==> src/hdl/sto_pkg.sv <==
package sto_pkg;

   typedef struct packed {
      logic [31:0] deadline;
      logic [7:0]  handler;
      logic [15:0] context_id;
   } entry_type;

   localparam logic [1:0] REQ_ADD    = 2'd0;
   localparam logic [1:0] REQ_CANCEL = 2'd1;
   localparam logic [1:0] REQ_TICK   = 2'd2;
   localparam logic [1:0] REQ_UNUSED = 2'd3;

   localparam logic [2:0] STATUS_ADDED      = 3'd0;
   localparam logic [2:0] STATUS_SUPERSEDED = 3'd1;
   localparam logic [2:0] STATUS_CANCELLED  = 3'd2;
   localparam logic [2:0] STATUS_NOT_FOUND  = 3'd3;
   localparam logic [2:0] STATUS_FULL       = 3'd4;
   localparam logic [2:0] STATUS_EXPIRED    = 3'd5;
   localparam logic [2:0] STATUS_NONE       = 3'd6;

   localparam int MAX_POP = 16;

endpackage

==> src/hdl/sorted_timeout_queue.sv <==
// Sorted timeout queue. Timeouts keyed by handler and context are kept in one
// dual-port RAM in ascending deadline order; equal deadlines keep insertion
// order. One transaction is handled at a time. An add or cancel reads the
// queued entries once (one per cycle) and then shifts the entries between the
// old and new slot (all behind it, for a new entry or a cancel) by one slot,
// one per cycle; the next request can be taken in the cycle after its result
// is registered. A tick reads up to sixteen entries from the head to find the
// run of expired ones, returns each expired entry by reading it and then
// registering it once the result register is free, and then moves the
// remaining entries to the front at one per cycle. The single read and single
// write port of the RAM set these rates. A new request is taken while the last
// result still waits in the output register. The RAM needs no clearing pass.
module sorted_timeout_queue import sto_pkg::*; #(
   parameter int QUEUE_DEPTH = 16
) (
   input  logic        clock,
   input  logic        reset,
   input  logic        req_tvalid,
   output logic        req_tready,
   input  logic [87:0] req_tdata,  // handler_id, context_id, deadline, now
   input  logic [1:0]  req_tuser,  // req_type
   output logic        rsp_tvalid,
   input  logic        rsp_tready,
   output logic [23:0] rsp_tdata,  // out_handler, out_context
   output logic [2:0]  rsp_tuser,  // status
   output logic        rsp_tlast
);

   localparam int AW = $clog2(QUEUE_DEPTH);
   localparam int CW = $clog2(QUEUE_DEPTH + 1);
   localparam int PopLimit = (QUEUE_DEPTH < MAX_POP) ? QUEUE_DEPTH : MAX_POP;
   localparam logic [CW-1:0] POP_LIMIT = CW'(PopLimit);
   localparam logic [CW-1:0] DEPTH_FULL = CW'(QUEUE_DEPTH);
   localparam logic [CW-1:0] ONE = CW'(1);

   localparam logic [3:0] S_IDLE      = 4'd0;
   localparam logic [3:0] S_SCAN      = 4'd1;
   localparam logic [3:0] S_DECIDE    = 4'd2;
   localparam logic [3:0] S_MOVE      = 4'd3;
   localparam logic [3:0] S_WRITE     = 4'd4;
   localparam logic [3:0] S_EMIT_RD   = 4'd5;
   localparam logic [3:0] S_EMIT_WAIT = 4'd6;
   localparam logic [3:0] S_RESP      = 4'd7;

   logic [3:0]    state_ff, state_in;
   logic [3:0]    next_ff, next_in;
   logic [1:0]    kind_ff, kind_in;
   logic [7:0]    handler_ff, handler_in;
   logic [15:0]   context_ff, context_in;
   logic [31:0]   time_ff, time_in;
   logic [CW-1:0] count_ff, count_in;
   logic [AW-1:0] walk_cur_ff, walk_cur_in;
   logic [AW-1:0] walk_end_ff, walk_end_in;
   logic          walk_desc_ff, walk_desc_in;
   logic          walk_done_ff, walk_done_in;
   logic          rv_ff, rv_in;
   logic [AW-1:0] ridx_ff, ridx_in;
   logic [CW-1:0] dist_ff, dist_in;
   logic          found_ff, found_in;
   logic [CW-1:0] kpos_ff, kpos_in;
   logic [CW-1:0] le_ff, le_in;
   logic          run_ff, run_in;
   logic [CW-1:0] pop_ff, pop_in;
   logic [CW-1:0] emit_ff, emit_in;
   logic [CW-1:0] ins_ff, ins_in;
   logic [2:0]    status_ff, status_in;
   logic          rsp_valid_ff, rsp_valid_in;
   logic [2:0]    rsp_status_ff, rsp_status_in;
   logic [7:0]    rsp_handler_ff, rsp_handler_in;
   logic [15:0]   rsp_context_ff, rsp_context_in;
   logic          rsp_last_ff, rsp_last_in;

   logic          rd_en;
   logic [AW-1:0] rd_addr;
   entry_type     rd_data;
   logic          wr_en;
   logic [AW-1:0] wr_addr;
   entry_type     wr_data;

   logic          out_free;
   logic          key_match;
   logic          expired;
   logic [CW-1:0] scan_limit;
   logic [CW-1:0] ridx_ext;

   sto_ram #(
      .WIDTH ($bits(entry_type)),
      .DEPTH (QUEUE_DEPTH)
   ) u_ram (
      .clock   (clock),
      .wr_en   (wr_en),
      .wr_addr (wr_addr),
      .wr_data (wr_data),
      .rd_en   (rd_en),
      .rd_addr (rd_addr),
      .rd_data (rd_data)
   );

   assign out_free  = !rsp_valid_ff || rsp_tready;
   assign key_match = (rd_data.handler == handler_ff) && (rd_data.context_id == context_ff);
   assign expired   = rd_data.deadline <= time_ff;
   assign ridx_ext  = CW'(ridx_ff);

   assign req_tready = (state_ff == S_IDLE);
   assign rsp_tvalid = rsp_valid_ff;
   assign rsp_tdata  = {rsp_context_ff, rsp_handler_ff};
   assign rsp_tuser  = rsp_status_ff;
   assign rsp_tlast  = rsp_last_ff;

   always_comb begin
      if (req_tuser == REQ_TICK) begin
         scan_limit = (count_ff < POP_LIMIT) ? count_ff : POP_LIMIT;
      end else begin
         scan_limit = count_ff;
      end
   end

   always_comb begin
      state_in       = state_ff;
      next_in        = next_ff;
      kind_in        = kind_ff;
      handler_in     = handler_ff;
      context_in     = context_ff;
      time_in        = time_ff;
      count_in       = count_ff;
      walk_cur_in    = walk_cur_ff;
      walk_end_in    = walk_end_ff;
      walk_desc_in   = walk_desc_ff;
      walk_done_in   = walk_done_ff;
      rv_in          = 1'b0;
      ridx_in        = walk_cur_ff;
      dist_in        = dist_ff;
      found_in       = found_ff;
      kpos_in        = kpos_ff;
      le_in          = le_ff;
      run_in         = run_ff;
      pop_in         = pop_ff;
      emit_in        = emit_ff;
      ins_in         = ins_ff;
      status_in      = status_ff;
      rsp_valid_in   = rsp_valid_ff && !rsp_tready;
      rsp_status_in  = rsp_status_ff;
      rsp_handler_in = rsp_handler_ff;
      rsp_context_in = rsp_context_ff;
      rsp_last_in    = rsp_last_ff;
      rd_en          = 1'b0;
      rd_addr        = walk_cur_ff;
      wr_en          = 1'b0;
      wr_addr        = ridx_ff;
      wr_data        = rd_data;

      if ((state_ff inside {S_SCAN, S_MOVE}) && !walk_done_ff) begin
         rd_en = 1'b1;
         rv_in = 1'b1;
         if (walk_cur_ff == walk_end_ff) begin
            walk_done_in = 1'b1;
         end else if (walk_desc_ff) begin
            walk_cur_in = walk_cur_ff - AW'(1);
         end else begin
            walk_cur_in = walk_cur_ff + AW'(1);
         end
      end

      case (state_ff)
         S_IDLE: begin
            if (req_tvalid) begin
               kind_in    = req_tuser;
               handler_in = req_tdata[7:0];
               context_in = req_tdata[23:8];
               time_in    = (req_tuser == REQ_TICK) ? req_tdata[87:56] : req_tdata[55:24];
               found_in   = 1'b0;
               le_in      = '0;
               pop_in     = '0;
               run_in     = 1'b1;
               if (req_tuser inside {REQ_ADD, REQ_CANCEL, REQ_TICK}) begin
                  if (count_ff == '0) begin
                     state_in = S_DECIDE;
                  end else begin
                     walk_cur_in  = '0;
                     walk_end_in  = AW'(scan_limit - ONE);
                     walk_desc_in = 1'b0;
                     walk_done_in = 1'b0;
                     state_in     = S_SCAN;
                  end
               end else begin
                  status_in = STATUS_NOT_FOUND;
                  state_in  = S_RESP;
               end
            end
         end

         S_SCAN: begin
            if (rv_ff) begin
               if (kind_ff == REQ_TICK) begin
                  if (run_ff && expired) begin
                     pop_in = pop_ff + ONE;
                  end else begin
                     run_in = 1'b0;
                  end
               end else begin
                  if (key_match) begin
                     found_in = 1'b1;
                     kpos_in  = ridx_ext;
                  end else if (expired) begin
                     le_in = le_ff + ONE;
                  end
               end
            end
            if (walk_done_ff && !rv_ff) begin
               state_in = S_DECIDE;
            end
         end

         S_DECIDE: begin
            walk_done_in = 1'b0;
            dist_in      = ONE;
            case (kind_ff)
               REQ_ADD: begin
                  ins_in  = le_ff;
                  next_in = S_WRITE;
                  if (found_ff) begin
                     status_in = STATUS_SUPERSEDED;
                     if (le_ff > kpos_ff) begin
                        walk_cur_in  = AW'(kpos_ff + ONE);
                        walk_end_in  = AW'(le_ff);
                        walk_desc_in = 1'b0;
                        state_in     = S_MOVE;
                     end else if (le_ff < kpos_ff) begin
                        walk_cur_in  = AW'(kpos_ff - ONE);
                        walk_end_in  = AW'(le_ff);
                        walk_desc_in = 1'b1;
                        state_in     = S_MOVE;
                     end else begin
                        state_in = S_WRITE;
                     end
                  end else if (count_ff == DEPTH_FULL) begin
                     status_in = STATUS_FULL;
                     state_in  = S_RESP;
                  end else begin
                     status_in = STATUS_ADDED;
                     count_in  = count_ff + ONE;
                     if (le_ff < count_ff) begin
                        walk_cur_in  = AW'(count_ff - ONE);
                        walk_end_in  = AW'(le_ff);
                        walk_desc_in = 1'b1;
                        state_in     = S_MOVE;
                     end else begin
                        state_in = S_WRITE;
                     end
                  end
               end
               REQ_CANCEL: begin
                  next_in = S_RESP;
                  if (found_ff) begin
                     status_in = STATUS_CANCELLED;
                     count_in  = count_ff - ONE;
                     if ((kpos_ff + ONE) < count_ff) begin
                        walk_cur_in  = AW'(kpos_ff + ONE);
                        walk_end_in  = AW'(count_ff - ONE);
                        walk_desc_in = 1'b0;
                        state_in     = S_MOVE;
                     end else begin
                        state_in = S_RESP;
                     end
                  end else begin
                     status_in = STATUS_NOT_FOUND;
                     state_in  = S_RESP;
                  end
               end
               default: begin
                  if (pop_ff == '0) begin
                     status_in = STATUS_NONE;
                     state_in  = S_RESP;
                  end else begin
                     emit_in  = '0;
                     state_in = S_EMIT_RD;
                  end
               end
            endcase
         end

         S_MOVE: begin
            if (rv_ff) begin
               wr_en = 1'b1;
               if (walk_desc_ff) begin
                  wr_addr = AW'(ridx_ext + ONE);
               end else begin
                  wr_addr = AW'(ridx_ext - dist_ff);
               end
            end
            if (walk_done_ff && !rv_ff) begin
               state_in = next_ff;
            end
         end

         S_WRITE: begin
            wr_en   = 1'b1;
            wr_addr = AW'(ins_ff);
            wr_data = '{deadline: time_ff, handler: handler_ff, context_id: context_ff};
            state_in = S_RESP;
         end

         S_EMIT_RD: begin
            rd_en    = 1'b1;
            rd_addr  = AW'(emit_ff);
            state_in = S_EMIT_WAIT;
         end

         S_EMIT_WAIT: begin
            if (out_free) begin
               rsp_valid_in   = 1'b1;
               rsp_status_in  = STATUS_EXPIRED;
               rsp_handler_in = rd_data.handler;
               rsp_context_in = rd_data.context_id;
               rsp_last_in    = (emit_ff == pop_ff - ONE);
               if (emit_ff == pop_ff - ONE) begin
                  count_in = count_ff - pop_ff;
                  if (pop_ff < count_ff) begin
                     walk_cur_in  = AW'(pop_ff);
                     walk_end_in  = AW'(count_ff - ONE);
                     walk_desc_in = 1'b0;
                     walk_done_in = 1'b0;
                     dist_in      = pop_ff;
                     next_in      = S_IDLE;
                     state_in     = S_MOVE;
                  end else begin
                     state_in = S_IDLE;
                  end
               end else begin
                  emit_in  = emit_ff + ONE;
                  state_in = S_EMIT_RD;
               end
            end
         end

         S_RESP: begin
            if (out_free) begin
               rsp_valid_in   = 1'b1;
               rsp_status_in  = status_ff;
               rsp_handler_in = '0;
               rsp_context_in = '0;
               rsp_last_in    = 1'b1;
               state_in       = S_IDLE;
            end
         end

         default: begin
            state_in = S_IDLE;
         end
      endcase
   end

   always_ff @(posedge clock) begin
      if (reset) begin
         state_ff     <= S_IDLE;
         count_ff     <= '0;
         rv_ff        <= 1'b0;
         walk_done_ff <= 1'b1;
         rsp_valid_ff <= 1'b0;
      end else begin
         state_ff     <= state_in;
         count_ff     <= count_in;
         rv_ff        <= rv_in;
         walk_done_ff <= walk_done_in;
         rsp_valid_ff <= rsp_valid_in;
      end
   end

   always_ff @(posedge clock) begin
      next_ff        <= next_in;
      kind_ff        <= kind_in;
      handler_ff     <= handler_in;
      context_ff     <= context_in;
      time_ff        <= time_in;
      walk_cur_ff    <= walk_cur_in;
      walk_end_ff    <= walk_end_in;
      walk_desc_ff   <= walk_desc_in;
      ridx_ff        <= ridx_in;
      dist_ff        <= dist_in;
      found_ff       <= found_in;
      kpos_ff        <= kpos_in;
      le_ff          <= le_in;
      run_ff         <= run_in;
      pop_ff         <= pop_in;
      emit_ff        <= emit_in;
      ins_ff         <= ins_in;
      status_ff      <= status_in;
      rsp_status_ff  <= rsp_status_in;
      rsp_handler_ff <= rsp_handler_in;
      rsp_context_ff <= rsp_context_in;
      rsp_last_ff    <= rsp_last_in;
   end

endmodule

==> src/hdl/sto_ram.sv <==
module sto_ram #(
   parameter int WIDTH = 8,
   parameter int DEPTH = 16
) (
   input  logic                     clock,
   input  logic                     wr_en,
   input  logic [$clog2(DEPTH)-1:0] wr_addr,
   input  logic [WIDTH-1:0]         wr_data,
   input  logic                     rd_en,
   input  logic [$clog2(DEPTH)-1:0] rd_addr,
   output logic [WIDTH-1:0]         rd_data
);

   logic [WIDTH-1:0] mem [DEPTH];

   always_ff @(posedge clock) begin
      if (wr_en) begin
         mem[wr_addr] <= wr_data;
      end
      if (rd_en) begin
         rd_data <= mem[rd_addr];
      end
   end

endmodule

==> config.mk <==
export PLATFORM = sky130hd
export DESIGN_NAME = sorted_timeout_queue
export DESIGN_NICKNAME = d
export VERILOG_FILES = /design/src/hdl/sto_pkg.sv /design/src/hdl/sorted_timeout_queue.sv /design/src/hdl/sto_ram.sv
export SDC_FILE = /design/constraint.sdc
export NUM_CORES = 1
export LEC_CHECK = 0
export CORE_MARGIN = 3
export CORE_UTILIZATION = 50
export CTS_CLUSTER_DIAMETER = 120
export DETAILED_ROUTE_END_ITERATION = 7
export DONT_BUFFER_PORTS = 1
export GPL_TIMING_DRIVEN = 0
export PLACE_DENSITY_LB_ADDON = 0.3
export SKIP_LAST_GASP = 1
export SLEW_MARGIN = 15
export SYNTH_ARGS = -nofsm -noshare
export SYNTH_HDL_FRONTEND = slang
export SYNTH_SLANG_ARGS = --single-unit
export TNS_END_PERCENT = 10
==> constraint.sdc <==
create_clock -name clock -period 8.6 [get_ports clock]
set_input_delay 1.72 -clock clock [delete_from_list [all_inputs] [get_ports clock]]
set_output_delay 1.72 -clock clock [all_outputs]
set_load 0.01 [all_outputs]
* Word level (Yosys, flattened, before mapping) *
Memory sizes are Yosys's and may differ from the RTL's. A register that Yosys moved wholly into a read port is not among the register bits.
Index checks and enable logic that the tools add are counted.

word-level totals
  input port bits = 94
  register bits = 147
  memory bits (writable) = 896
  word-level logic and storage cells = 288
  memories kept = 1

memory list
  memory     depth  width  read ports  clocked after memory_dff  wr ports  line           text
  u_ram.mem  16     56     1           1                         1         sto_ram.sv:14  logic [WIDTH-1:0] mem [DEPTH];

operators by class
  equal/unequal tests = 46
  bitwise operators = 1
  muxes and demuxes = 153
  $add $sub $neg = 14
  magnitude comparators = 7
  reduce and logical (&&, ||, !) cells = 39

operator list
  kind                   count
  $mux W4                49
  $mux W5                17
  $mux W56               1
  $pmux W4 S2            7
  $pmux W5 S2            5
  $mux W1                39
  $mux W3                12
  $le A32 B32 Y1         1
  $mux W16               2
  $mux W32               1
  $ne A2 B2 Y1 const B   16
  $pmux W16 S2           1
  $pmux W4 S8            1
  $reduce_and A5 Y1      6
  $pmux W4 S3            2
  $add A5 B1 Y5 const B  4
  $pmux W3 S2            3
  $eq A16 B16 Y1         1
  $eq A4 B3 Y1 const B   4
  $mux W8                2
  $pmux W8 S2            1
  $lt A5 B5 Y1           3
  $ne A3 B3 Y1 const B   5
  $reduce_and A13 Y1     1
  other kinds (38)       76

* Logic depth before layout (Yosys ltp) *
Gate-level depths: netlist (run 1).

  depth in word-level cells = 9
  mapped depth = 11
  mapped depth without buffers = 10

* Modules after synthesis *
A second synthesis (run 1) with hierarchy kept.

unflattened totals
  cell total of the unflattened synthesis = 2306
  area total of the unflattened synthesis = 44506.4 um^2

modules (own cells, without submodules)
  module                sequential area each (um^2)  area an instance (um^2)  instances  cells an instance
  sto_ram               28587.4                      35238.8                  1          1445
  sorted_timeout_queue  4134.0                       9267.6                   1          861

* Worst setup path before layout (run 1) *
OpenSTA, ideal clock, no wires.

  kind = reg-to-reg
  start point = register walk_desc_ff
  end point = memory u_ram.mem[10][0] (netlist name), enable pin
  clock period less this slack = 6.486 ns
  slack = 2.114 ns
  required time = 8.061 ns
  path buffers = 0
  data arrival time = 5.948 ns
  cell stages (with the launch flop) = 8
  cell sequence = edfxtp_1 > or2_2 > ha_1 > fa_1 > xor2_1 > and2_1 > a221o_1 > nor3_1

on the way
  longest elaborated chain between the ends = 3

ends and longest elaborated chain
  what                    line                         text
  from (decl)             sorted_timeout_queue.sv:54   logic walk_desc_ff, walk_desc_in;
  from (signal assigned)  sorted_timeout_queue.sv:377  walk_desc_ff <= walk_desc_in;
  $mux W4                 sorted_timeout_queue.sv:285  if (walk_desc_ff) begin
  $mux W4                 sorted_timeout_queue.sv:283  if (rv_ff) begin
  $pmux W4 S2             sorted_timeout_queue.sv:164  case (state_ff)
  to (decl)               sto_ram.sv:14

Every way passes these cells.

* Final worst setup path (run 1) *
  start point = register dist_ff[0]
  end point = memory u_ram.mem[9][31] (netlist name), enable pin

on the way
  longest elaborated chain between the ends = 4

ends and longest elaborated chain
  what                    line                         text
  from (decl)             sorted_timeout_queue.sv:58   logic [CW-1:0] dist_ff, dist_in;
  from (signal assigned)  sorted_timeout_queue.sv:379  dist_ff <= dist_in;
  $sub A4 B4 Y4           sorted_timeout_queue.sv:288  wr_addr = AW'(ridx_ext - dist_ff);
  $mux W4                 sorted_timeout_queue.sv:285
  $mux W4                 sorted_timeout_queue.sv:283
  $pmux W4 S2             sorted_timeout_queue.sv:164

Every way passes these cells.

==> results of run 1 <==
-- synth_stat cells (8+ instances only) --
cell type	n
sky130_fd_sc_hd__edfxtp_1	1077
sky130_fd_sc_hd__nand2_1	553
sky130_fd_sc_hd__a211oi_1	284
sky130_fd_sc_hd__a21oi_1	157
sky130_fd_sc_hd__and2_1	149
sky130_fd_sc_hd__a31oi_1	126
sky130_fd_sc_hd__a311oi_1	114
sky130_fd_sc_hd__and2_0	107
sky130_fd_sc_hd__clkbuf_1	104
sky130_fd_sc_hd__buf_2	103
sky130_fd_sc_hd__ha_1	66
sky130_fd_sc_hd__inv_1	64
sky130_fd_sc_hd__o21ai_0	59
sky130_fd_sc_hd__nor2_1	55
sky130_fd_sc_hd__mux2_2	47
sky130_fd_sc_hd__xor2_1	35
sky130_fd_sc_hd__nor3_1	28
sky130_fd_sc_hd__xnor2_1	27
sky130_fd_sc_hd__nand3_1	20
sky130_fd_sc_hd__dfxtp_1	19
sky130_fd_sc_hd__nand4_1	14
sky130_fd_sc_hd__a21o_1	9
sky130_fd_sc_hd__buf_6	9
sky130_fd_sc_hd__nor4_1	8
-- cells in the final DEF, fill, tap and decap left out, types with 8 or more instances in the layout --
| master | n |
|---|---|
| sky130_fd_sc_hd__xnor2_1 | 27 |
| sky130_fd_sc_hd__clkinv_2 | 21 |
| sky130_fd_sc_hd__dfxtp_1 | 19 |
| sky130_fd_sc_hd__inv_1 | 63 |
| sky130_fd_sc_hd__buf_4 | 110 |
| sky130_fd_sc_hd__nand3_1 | 20 |
| sky130_fd_sc_hd__a21oi_1 | 157 |
| sky130_fd_sc_hd__o21ai_0 | 27 |
| sky130_fd_sc_hd__o21ai_1 | 32 |
| sky130_fd_sc_hd__edfxtp_1 | 1077 |
| sky130_fd_sc_hd__clkbuf_16 | 112 |
| sky130_fd_sc_hd__clkinv_1 | 28 |
| sky130_fd_sc_hd__clkbuf_1 | 122 |
| sky130_fd_sc_hd__and2_1 | 149 |
| sky130_fd_sc_hd__nand2_1 | 553 |
| sky130_fd_sc_hd__buf_6 | 27 |
| sky130_fd_sc_hd__nor3_1 | 12 |
| sky130_fd_sc_hd__nor3_2 | 17 |
| sky130_fd_sc_hd__mux2_2 | 47 |
| sky130_fd_sc_hd__nor4_1 | 8 |
| sky130_fd_sc_hd__a311oi_1 | 114 |
| sky130_fd_sc_hd__ha_1 | 66 |
| sky130_fd_sc_hd__xor2_1 | 35 |
| sky130_fd_sc_hd__a211oi_1 | 284 |
| sky130_fd_sc_hd__a21o_1 | 9 |
| sky130_fd_sc_hd__nor2_1 | 53 |
| sky130_fd_sc_hd__nand4_1 | 14 |
| sky130_fd_sc_hd__and2_0 | 107 |
| sky130_fd_sc_hd__buf_2 | 103 |
| sky130_fd_sc_hd__a31oi_1 | 126 |
-- metal layers --
metal | wire length (um) | share of wire [%] | global-route usage [%]
met4 | 4130 | 3.5 | 8.42
met1 | 49200 | 42 | 34.2
met5 | 0 | 0 | 0
met2 | 54400 | 46 | 39.0
met3 | 10400 | 8.8 | 4.54
-- cells by family after synthesis --
family	count (synthesis)
flip-flops	1096
AND/OR/NAND/NOR	972
AO/OA/AOI/OAI	799
buffers and inverters	286
adder cells (fa/ha/maj)	69
XOR/XNOR	62
multiplexers	57
-- worst max-delay path by stage --
| stage | endpoint | cells past startpoint | start | slack [ns] |
|---|---|---|---|---|
| floorplan | u_ram.mem[10][0]$_DFFE_PP_ | 7 | walk_desc_ff$_SDFFCE_PP0P_ | 2.11 |
| global placement | u_ram.mem[3][26]$_DFFE_PP_ | 10 | dist_ff[0]$_SDFFCE_PN1P_ | -1.43 |
| finish | u_ram.mem[9][31]$_DFFE_PP_ | 13 | dist_ff[0]$_SDFFCE_PN1P_ | 4.30 |
| global route | u_ram.mem[9][27]$_DFFE_PP_ | 13 | dist_ff[0]$_SDFFCE_PN1P_ | 4.11 |
| CTS | u_ram.mem[9][27]$_DFFE_PP_ | 13 | dist_ff[0]$_SDFFCE_PN1P_ | 4.33 |
| detailed placement | u_ram.mem[9][27]$_DFFE_PP_ | 13 | dist_ff[0]$_SDFFCE_PN1P_ | 4.37 |
-- worst max-delay path: cells and delay by family, from the launching register on --
| kind | cells | cell delay [ns] |
|---|---|---|
| AOI/OAI and AO/OA | 4 | 0.86 |
| xor gates and xnor gates | 1 | 0.17 |
| adders and majority gates | 2 | 0.55 |
| and+or+nand+nor | 2 | 1.19 |
| DFF | 1 | 0.38 |
| buffers and inverters | 4 | 0.82 |
-- stage by stage --
stage                     util [%]  std cells  cell area [um^2]
after floorplan                  -       3341             46100
after global placement        52.5       4517             47600
after detailed placement      53.8       4648             48800
after CTS                     57.5       4849             52200
after global routing          57.5       4849             52200
final                         57.5       4851             52200
-- report_power, final --
| part | switching, mW | internal (mW) |
|---|---|---|
| combinational | 3.76 | 1.51 |
| sequential | 0.217 | 6.88 |
| clock | 1.96 | 2.57 |
-- area by class of cell --
class	instances	area (um^2)	share of cell area [%]
repair buffers	131	1100	2.11
flip-flops and latches	1096	32700	62.7
inverters	65	246	0.472
plain buffers	221	1040	1.99
diodes	2	5.00	0.00959
well taps	1176	1470	2.82
multi-input cells	1959	12200	23.4
clock inverters	60	435	0.834
clock buffers	141	2960	5.67
-- sequential cells by signal, indices dropped and copies added (netlist names), 4 cells and up --
name	flops
rsp_context_ff	16
handler_ff	8
context_ff	16
u_ram.mem	896
ins_ff	4
time_ff	32
count_ff	5
pop_ff	5
emit_ff	5
ridx_in	4
le_ff	5
u_ram.rd_data	56
kpos_ff	4
walk_end_ff	4
dist_ff	4
ridx_ff	4
rsp_handler_ff	8
==> impl_table.tex, run 1 <==
\begin{tabular}{lr}
\hline
Metric & Value \\
\hline
\multicolumn{2}{l}{\textbf{Status}} \\
Result of the run & complete, no violations \\
\multicolumn{2}{l}{\textbf{Worst setup path}} \\
Max incr delay on CP & 0.96 ns \\
R2R Path Start & dist\_ff[0]\$\_SDFFCE\_PN1P\_ \\
Element type at the critical path end & register \\
Critical path cell sequence & inv\_1, ha\_1, nor2b\_1, ha\_1, a21o\_1, a21oi\_1, xnor2\_1, a211o\_1, o211ai\_1, nor3\_2, buf\_4, buf\_4, buf\_4 \\
Slowest cell on crit path & sky130\_fd\_sc\_hd\_\_nor3\_2 \\
Largest driver fanout on the critical path & 9 \\
Register-to-register setup slack & 4.30 ns \\
Worst EP arrival & $\sim$4.7 ns \\
Cell mode on critical path & sky130\_fd\_sc\_hd\_\_buf\_4 \\
Reg2Reg Depth & 13 \\
Startpoint type of the worst setup path & register \\
Reg-to-Reg End & u\_ram.mem[9][31]\$\_DFFE\_PP\_ \\
Category of the most critical setup path & register to register \\
Worst Path Required & 8.96 ns \\
\multicolumn{2}{l}{\textbf{Synth}} \\
Compound-gate portion of the synthesized area & roughly an eighth \\
Top cells by area, synth & sky130\_fd\_sc\_hd\_\_edfxtp\_1, sky130\_fd\_sc\_hd\_\_a211oi\_1, sky130\_fd\_sc\_hd\_\_nand2\_1, sky130\_fd\_sc\_hd\_\_a311oi\_1, sky130\_fd\_sc\_hd\_\_and2\_1 \\
Post-synthesis cell type with the largest combined area & sky130\_fd\_sc\_hd\_\_edfxtp\_1 \\
Fraction of registers with async set/reset & 0\% \\
Count of synthesis-stage warnings from yosys & 0 \\
Library cells used by synthesis & 72 \\
Share of synthesized cell area in full adder, half adder and majority cells & 1.92\% \\
Post-Synth Simple-Gate Area & 9.86\% \\
Most common flop cell mapped by yosys & sky130\_fd\_sc\_hd\_\_edfxtp\_1 \\
Xor and xnor fraction of the mapped netlist area & about 1.2\% \\
Cell Area, Synth & 46100 um\^{}2 \\
Synth Net Count & 3504 \\
Share of cell area taken by muxes after synthesis & 1.39\% \\
Fraction of post-synthesis cell area in the top cell type by area & 70.1\% \\
Per-instance average area after synthesis & 13.8 um\^{}2 \\
Part of the Yosys area used for sequential elements & 71.0\% \\
Synth Register Bits & 1096 \\
Cell count after synthesis & $\sim$3300 \\
Dominant combinational cell family by area after synthesis & compound AO/OA/AOI/OAI gates \\
EDFF count, synth & between 1000 and 1500 \\
\multicolumn{2}{l}{\textbf{Global route}} \\
Largest net degree at the start of global routing & 32 \\
Vias in the first global route & 28289 \\
Total global routing overflow & 0 \\
Global-route wire length before repair & 175 mm \\
Number of antenna violations at the first check in global routing & 1 \\
Tot GR Track Use & 24.5\% \\
\multicolumn{2}{l}{\textbf{Clock tree}} \\
CTS clk-pin slew, worst paths & 0.06 ns \\
Insertion delay to the later sink of the worst-skew pair & 0.68 ns \\
Root buffer cell & sky130\_fd\_sc\_hd\_\_clkbuf\_16 \\
Cts bufs inserted & 110 \\
CTS resizes & 0 \\
Setup Buffers After CTS & 0 \\
Clock tree from TritonCTS & yes \\
Post-CTS Hold Fix Bufs & 0 \\
\# H-tree levels & 3 \\
Number of sinks handled by clock tree synthesis & 1096 \\
Max clock buf depth & 3 \\
\multicolumn{2}{l}{\textbf{Route}} \\
WL per Instance & roughly 24 um \\
Post-DRT Antenna Nets & 0 \\
Via/cell ratio & 5.98 \\
DR DRC count & 0 \\
Via count of the routed design & 28997 \\
Iteration count of the initial detailed-routing pass & 5 \\
Number of design-rule violations left by the first detailed-router iteration & 3271 \\
Total Routed Length & 118 mm \\
\multicolumn{2}{l}{\textbf{Cells and area}} \\
Area overhead of the layout relative to synthesis & 13.2\% \\
Fraction of layout instances using a drive strength above 1 & 13.2\% \\
Number of nets in the layout & 3747 \\
Filler cells & a little under 7000 \\
\multicolumn{2}{l}{\textbf{Floorplanning}} \\
Placement Rows & 110 \\
Die span in y & 310 um \\
Initial Util & 50.8\% \\
Core region area & 90700 um\^{}2 \\
Die Wd & 310 um \\
Top-Level Pins & 124 \\
Area enclosed by the die boundary & about 96000 um\^{}2 \\
\multicolumn{2}{l}{\textbf{STA}} \\
Smallest setup slack after layout & between 4 and 5 ns \\
Period Utilization, post-route & between 40 and 50\% \\
Setup repair after global routing missed its margin & no \\
Clock Skew & 0.0373 ns \\
Final setup violation count & 0 \\
Achievable frequency & 0.233 GHz \\
Relative slew slack & 3.82\% \\
Total Negative Setup Slacks & 0 ns \\
Hold slack final & 0.451 ns \\
Final Slew Violations & 0 \\
Worst-Margin Slew & 1.43 ns \\
Clock period minus final worst setup slack & between 4 and 5 ns \\
Hold Vio Cnt, Final & 0 \\
\multicolumn{2}{l}{\textbf{Power and ir drop}} \\
Total power draw & 16.9 mW \\
Power density relative to cell area & between 300 and 400 nW/um\^{}2 \\
Peak supply drop & 0.194 mV \\
Leakage & between 15 and 20 nW \\
\multicolumn{2}{l}{\textbf{Place}} \\
HPWL after DPL & 82.4 mm \\
Post-Place Worst Slack & around 4.4 ns \\
IO buf count & 0 \\
Weighted congestion reported at the end of routability-driven placement & 0.889 \\
\multicolumn{2}{l}{\textbf{Job}} \\
Maximum capacitance violations & 0 \\
\multicolumn{2}{l}{\textbf{Worst hold path}} \\
Capture endpoint of the worst hold path & ridx\_ff[3]\$\_DFF\_P\_ \\
Hold path cells & 0 \\
Start point of the worst min-delay path & ridx\_in[3]\$\_DFF\_P\_ \\
Class of the most critical hold timing path & register to register \\
\hline
\end{tabular}
Power figures use the tool's default switching activity.
==> run 2, diff against run 1 <==
==> constraint.sdc (replaced) <==
create_clock -name clock -period 3.7 [get_ports clock]
set_input_delay 0.74 -clock clock [delete_from_list [all_inputs] [get_ports clock]]
set_output_delay 0.74 -clock clock [all_outputs]
set_load 0.01 [all_outputs]
==> run 2 against run 1 <==
The run now ends with setup timing left. Wire length grew 0.57%. First-iteration DRC count grew 1.2%. Cell area grew 1.3%. Critical path type unchanged. Critical endpoint is now u_ram.rd_data[55]$_DFFE_PP_. Largest cell class unchanged. Largest power group unchanged.
==> impl_table.tex, run 2 (same netlist as run 1, synthesis figures left out) <==
\begin{tabular}{lr}
\hline
Metric & Value \\
\hline
\multicolumn{2}{l}{\textbf{Status}} \\
Result of the run & finished with violations \\
Violated checks & setup timing \\
\multicolumn{2}{l}{\textbf{Place}} \\
Post-placement cell count & 4609 (-0.84\%) \\
IO buf count & 0 (unchanged) \\
HPWL after DPL & 82.2 mm (-0.28\%) \\
Weighted congestion reported at the end of routability-driven placement & 0.915 (+2.9\%) \\
Post-placement cell area & 49100 um\^{}2 (+0.60\%) \\
Post-Place Worst Slack & -0.384 ns (-4.75 ns) \\
\multicolumn{2}{l}{\textbf{Global route}} \\
Global-route wire length before repair & 176 mm (+0.87\%) \\
Tot GR Track Use & 24.6\% (+0.095 points) \\
Total global routing overflow & 0 (unchanged) \\
Vias in the first global route & 27895 (-1.4\%) \\
Largest net degree at the start of global routing & 35 (+9.4\%) \\
Number of antenna violations at the first check in global routing & 2 (+1) \\
\multicolumn{2}{l}{\textbf{Worst setup path}} \\
Element type at the critical path end & register \\
Startpoint type of the worst setup path & register \\
Largest driver fanout on the critical path & 10 (+1) \\
Worst Path Required & 4.15 ns (-4.81 ns) \\
Register-to-register setup slack & -0.18 ns (-4.49 ns) \\
Worst EP arrival & 4.34 ns (-0.32 ns) \\
Category of the most critical setup path & register to register \\
\multicolumn{2}{l}{\textbf{STA}} \\
Clock Skew & 0.0233 ns (-0.0140 ns) \\
Final Slew Violations & 0 (unchanged) \\
Setup repair after global routing missed its margin & yes \\
Hold Vio Cnt, Final & 0 (unchanged) \\
Period Utilization, post-route & 105\% (+55 points) \\
Final setup violation count & 82 (+82) \\
Worst-Margin Slew & 1.26 ns (-0.170 ns) \\
Clock period minus final worst setup slack & 3.88 ns (-0.414 ns) \\
Achievable frequency & 0.257 GHz (+11\%) \\
Relative slew slack & 16.0\% (+12 points) \\
Smallest setup slack after layout & -0.185 ns (-4.49 ns) \\
\multicolumn{2}{l}{\textbf{Clock tree}} \\
Clock tree from TritonCTS & yes \\
Insertion delay to the later sink of the worst-skew pair & 0.68 ns (about the same) \\
Number of sinks handled by clock tree synthesis & 1096 (unchanged) \\
Max clock buf depth & 3 (unchanged) \\
CTS clk-pin slew, worst paths & 0.06 ns (about the same) \\
\# H-tree levels & 3 (unchanged) \\
Root buffer cell & sky130\_fd\_sc\_hd\_\_clkbuf\_16 \\
Cts bufs inserted & 109 (-0.91\%) \\
Post-CTS Hold Fix Bufs & 0 (unchanged) \\
\multicolumn{2}{l}{\textbf{Power and ir drop}} \\
Total power draw & 40.0 mW (+140\%) \\
Power density relative to cell area & 757 nW/um\^{}2 (+130\%) \\
Peak supply drop & 0.420 mV (+120\%) \\
Leakage & 17.7 nW (+0.68\%) \\
\multicolumn{2}{l}{\textbf{Floorplanning}} \\
Top-Level Pins & 124 (unchanged) \\
Initial Util & 50.8\% (unchanged) \\
Die Wd & 310 um (unchanged) \\
Core region area & 90700 um\^{}2 (unchanged) \\
Placement Rows & 110 (unchanged) \\
Die span in y & 310 um (unchanged) \\
Area enclosed by the die boundary & 95900 um\^{}2 (unchanged) \\
\multicolumn{2}{l}{\textbf{Route}} \\
WL per Instance & 24.6 um (+0.96\%) \\
Post-DRT Antenna Nets & 0 (unchanged) \\
DR DRC count & 0 (unchanged) \\
Via/cell ratio & 6.02 (+0.66\%) \\
Total Routed Length & 119 mm (+0.57\%) \\
Via count of the routed design & 29074 (+0.27\%) \\
Iteration count of the initial detailed-routing pass & 5 (unchanged) \\
Number of design-rule violations left by the first detailed-router iteration & 3309 (+1.2\%) \\
\multicolumn{2}{l}{\textbf{Cells and area}} \\
Top flop regs & u\_ram.mem: 896 flops, u\_ram.rd\_data: 56 flops, time\_ff: 32 flops \\
Final instance count without filler cells & 4832 (-0.39\%) \\
Commonest cells after routing, fill and taps aside & sky130\_fd\_sc\_hd\_\_edfxtp\_1, sky130\_fd\_sc\_hd\_\_nand2\_1, sky130\_fd\_sc\_hd\_\_a211oi\_1 \\
Fraction of layout instances using a drive strength above 1 & 13.0\% (-0.17 points) \\
Max reg flops & 896 (unchanged) \\
Finished layout cell area & 52900 um\^{}2 (+1.3\%) \\
Number of nets in the layout & 3723 (-0.64\%) \\
Most frequent standard cell in the layout excluding fill and tap cells & sky130\_fd\_sc\_hd\_\_edfxtp\_1 \\
Area overhead of the layout relative to synthesis & 14.6\% \\
Filler cells & 6807 (-1.7\%) \\
Largest reg by FF count & u\_ram.mem \\
\multicolumn{2}{l}{\textbf{Worst hold path}} \\
Class of the most critical hold timing path & input port to register \\
\multicolumn{2}{l}{\textbf{Job}} \\
Maximum capacitance violations & 0 (unchanged) \\
\hline
\end{tabular}
## run 2: where the power goes
part | internal [mW] | total (mW) | switching (mW)
clock network | 6.37 | 11.0 | 4.66
registers | 16.0 | 16.5 | 0.531
logic | 3.58 | 12.5 | 8.88
total | 25.9 | 40.0 | 14.1
## run 2: what timing repair did
action	4_1_cts	5_1_grt
endpoints found under the hold margin	0	0
pin swaps	3	5
resized for setup	0	5
endpoints found under the setup margin	342	433
buffers inserted	3	13
## run 2: final cells by class
cell class              count  area, um^2  share of cell area, %
diodes                      3        7.51                 0.0142
plain buffers             221        1040                   1.96
clock buffers             133        2900                   5.49
clock inverters            71         707                   1.34
inverters                  65         246                  0.466
multi-input cells        1959       12400                   23.4
flip-flops and latches   1096       32700                   61.9
well taps                1176        1470                   2.78
repair buffers            108        1410                   2.66
## run 2: routing by layer
| metal | up-vias | wire length, um | track usage [%] |
|---|---|---|---|
| li1 | 13166 | - | - |
| met1 | 14304 | 48400 | 34.6 |
| met2 | 1408 | 55400 | 39.3 |
| met3 | 196 | 11200 | 4.03 |
| met4 | 0 | 3830 | 8.32 |
| met5 | - | 0 | 0 |
## run 2: path summary, 6_finish.rpt
| path | from | end | depth (start not counted) |
|---|---|---|---|
| worst max-delay path | state_ff[1]$_SDFFE_PP0P_ | u_ram.rd_data[55]$_DFFE_PP_ | 7 |
| worst min-delay path | req_tdata[3] | handler_ff[3]$_DFFE_PP_ | 0 |
| worst max register to register | state_ff[1]$_SDFFE_PP0P_ | u_ram.rd_data[55]$_DFFE_PP_ | 7 |
| worst min register to register | ridx_in[2]$_DFF_P_ | ridx_ff[2]$_DFF_P_ | 0 |
## run 2: stage by stage
stage	utilization [%]	hold slack, ns	setup TNS, ns
3_3_place_gp	52.7	0.438	-1681.35
4_1_cts	58.1	0.114	-24.76
6_report	58.3	0.152	-3.91
5_1_grt	58.3	0.127	-15.80
2_1_floorplan	-	0.385	-334.39
3_5_place_dp	54.1	0.441	-37.20
## run 2: critical path: stages, from the launching register on
cell	delay, ns
sky130_fd_sc_hd__dfxtp_1	0.30
sky130_fd_sc_hd__buf_2	0.22
sky130_fd_sc_hd__nand3b_4	0.25
sky130_fd_sc_hd__mux2i_2	0.80
sky130_fd_sc_hd__clkbuf_1	0.96
sky130_fd_sc_hd__clkbuf_1	0.60
sky130_fd_sc_hd__a21oi_1	0.18
sky130_fd_sc_hd__a21oi_1	0.35
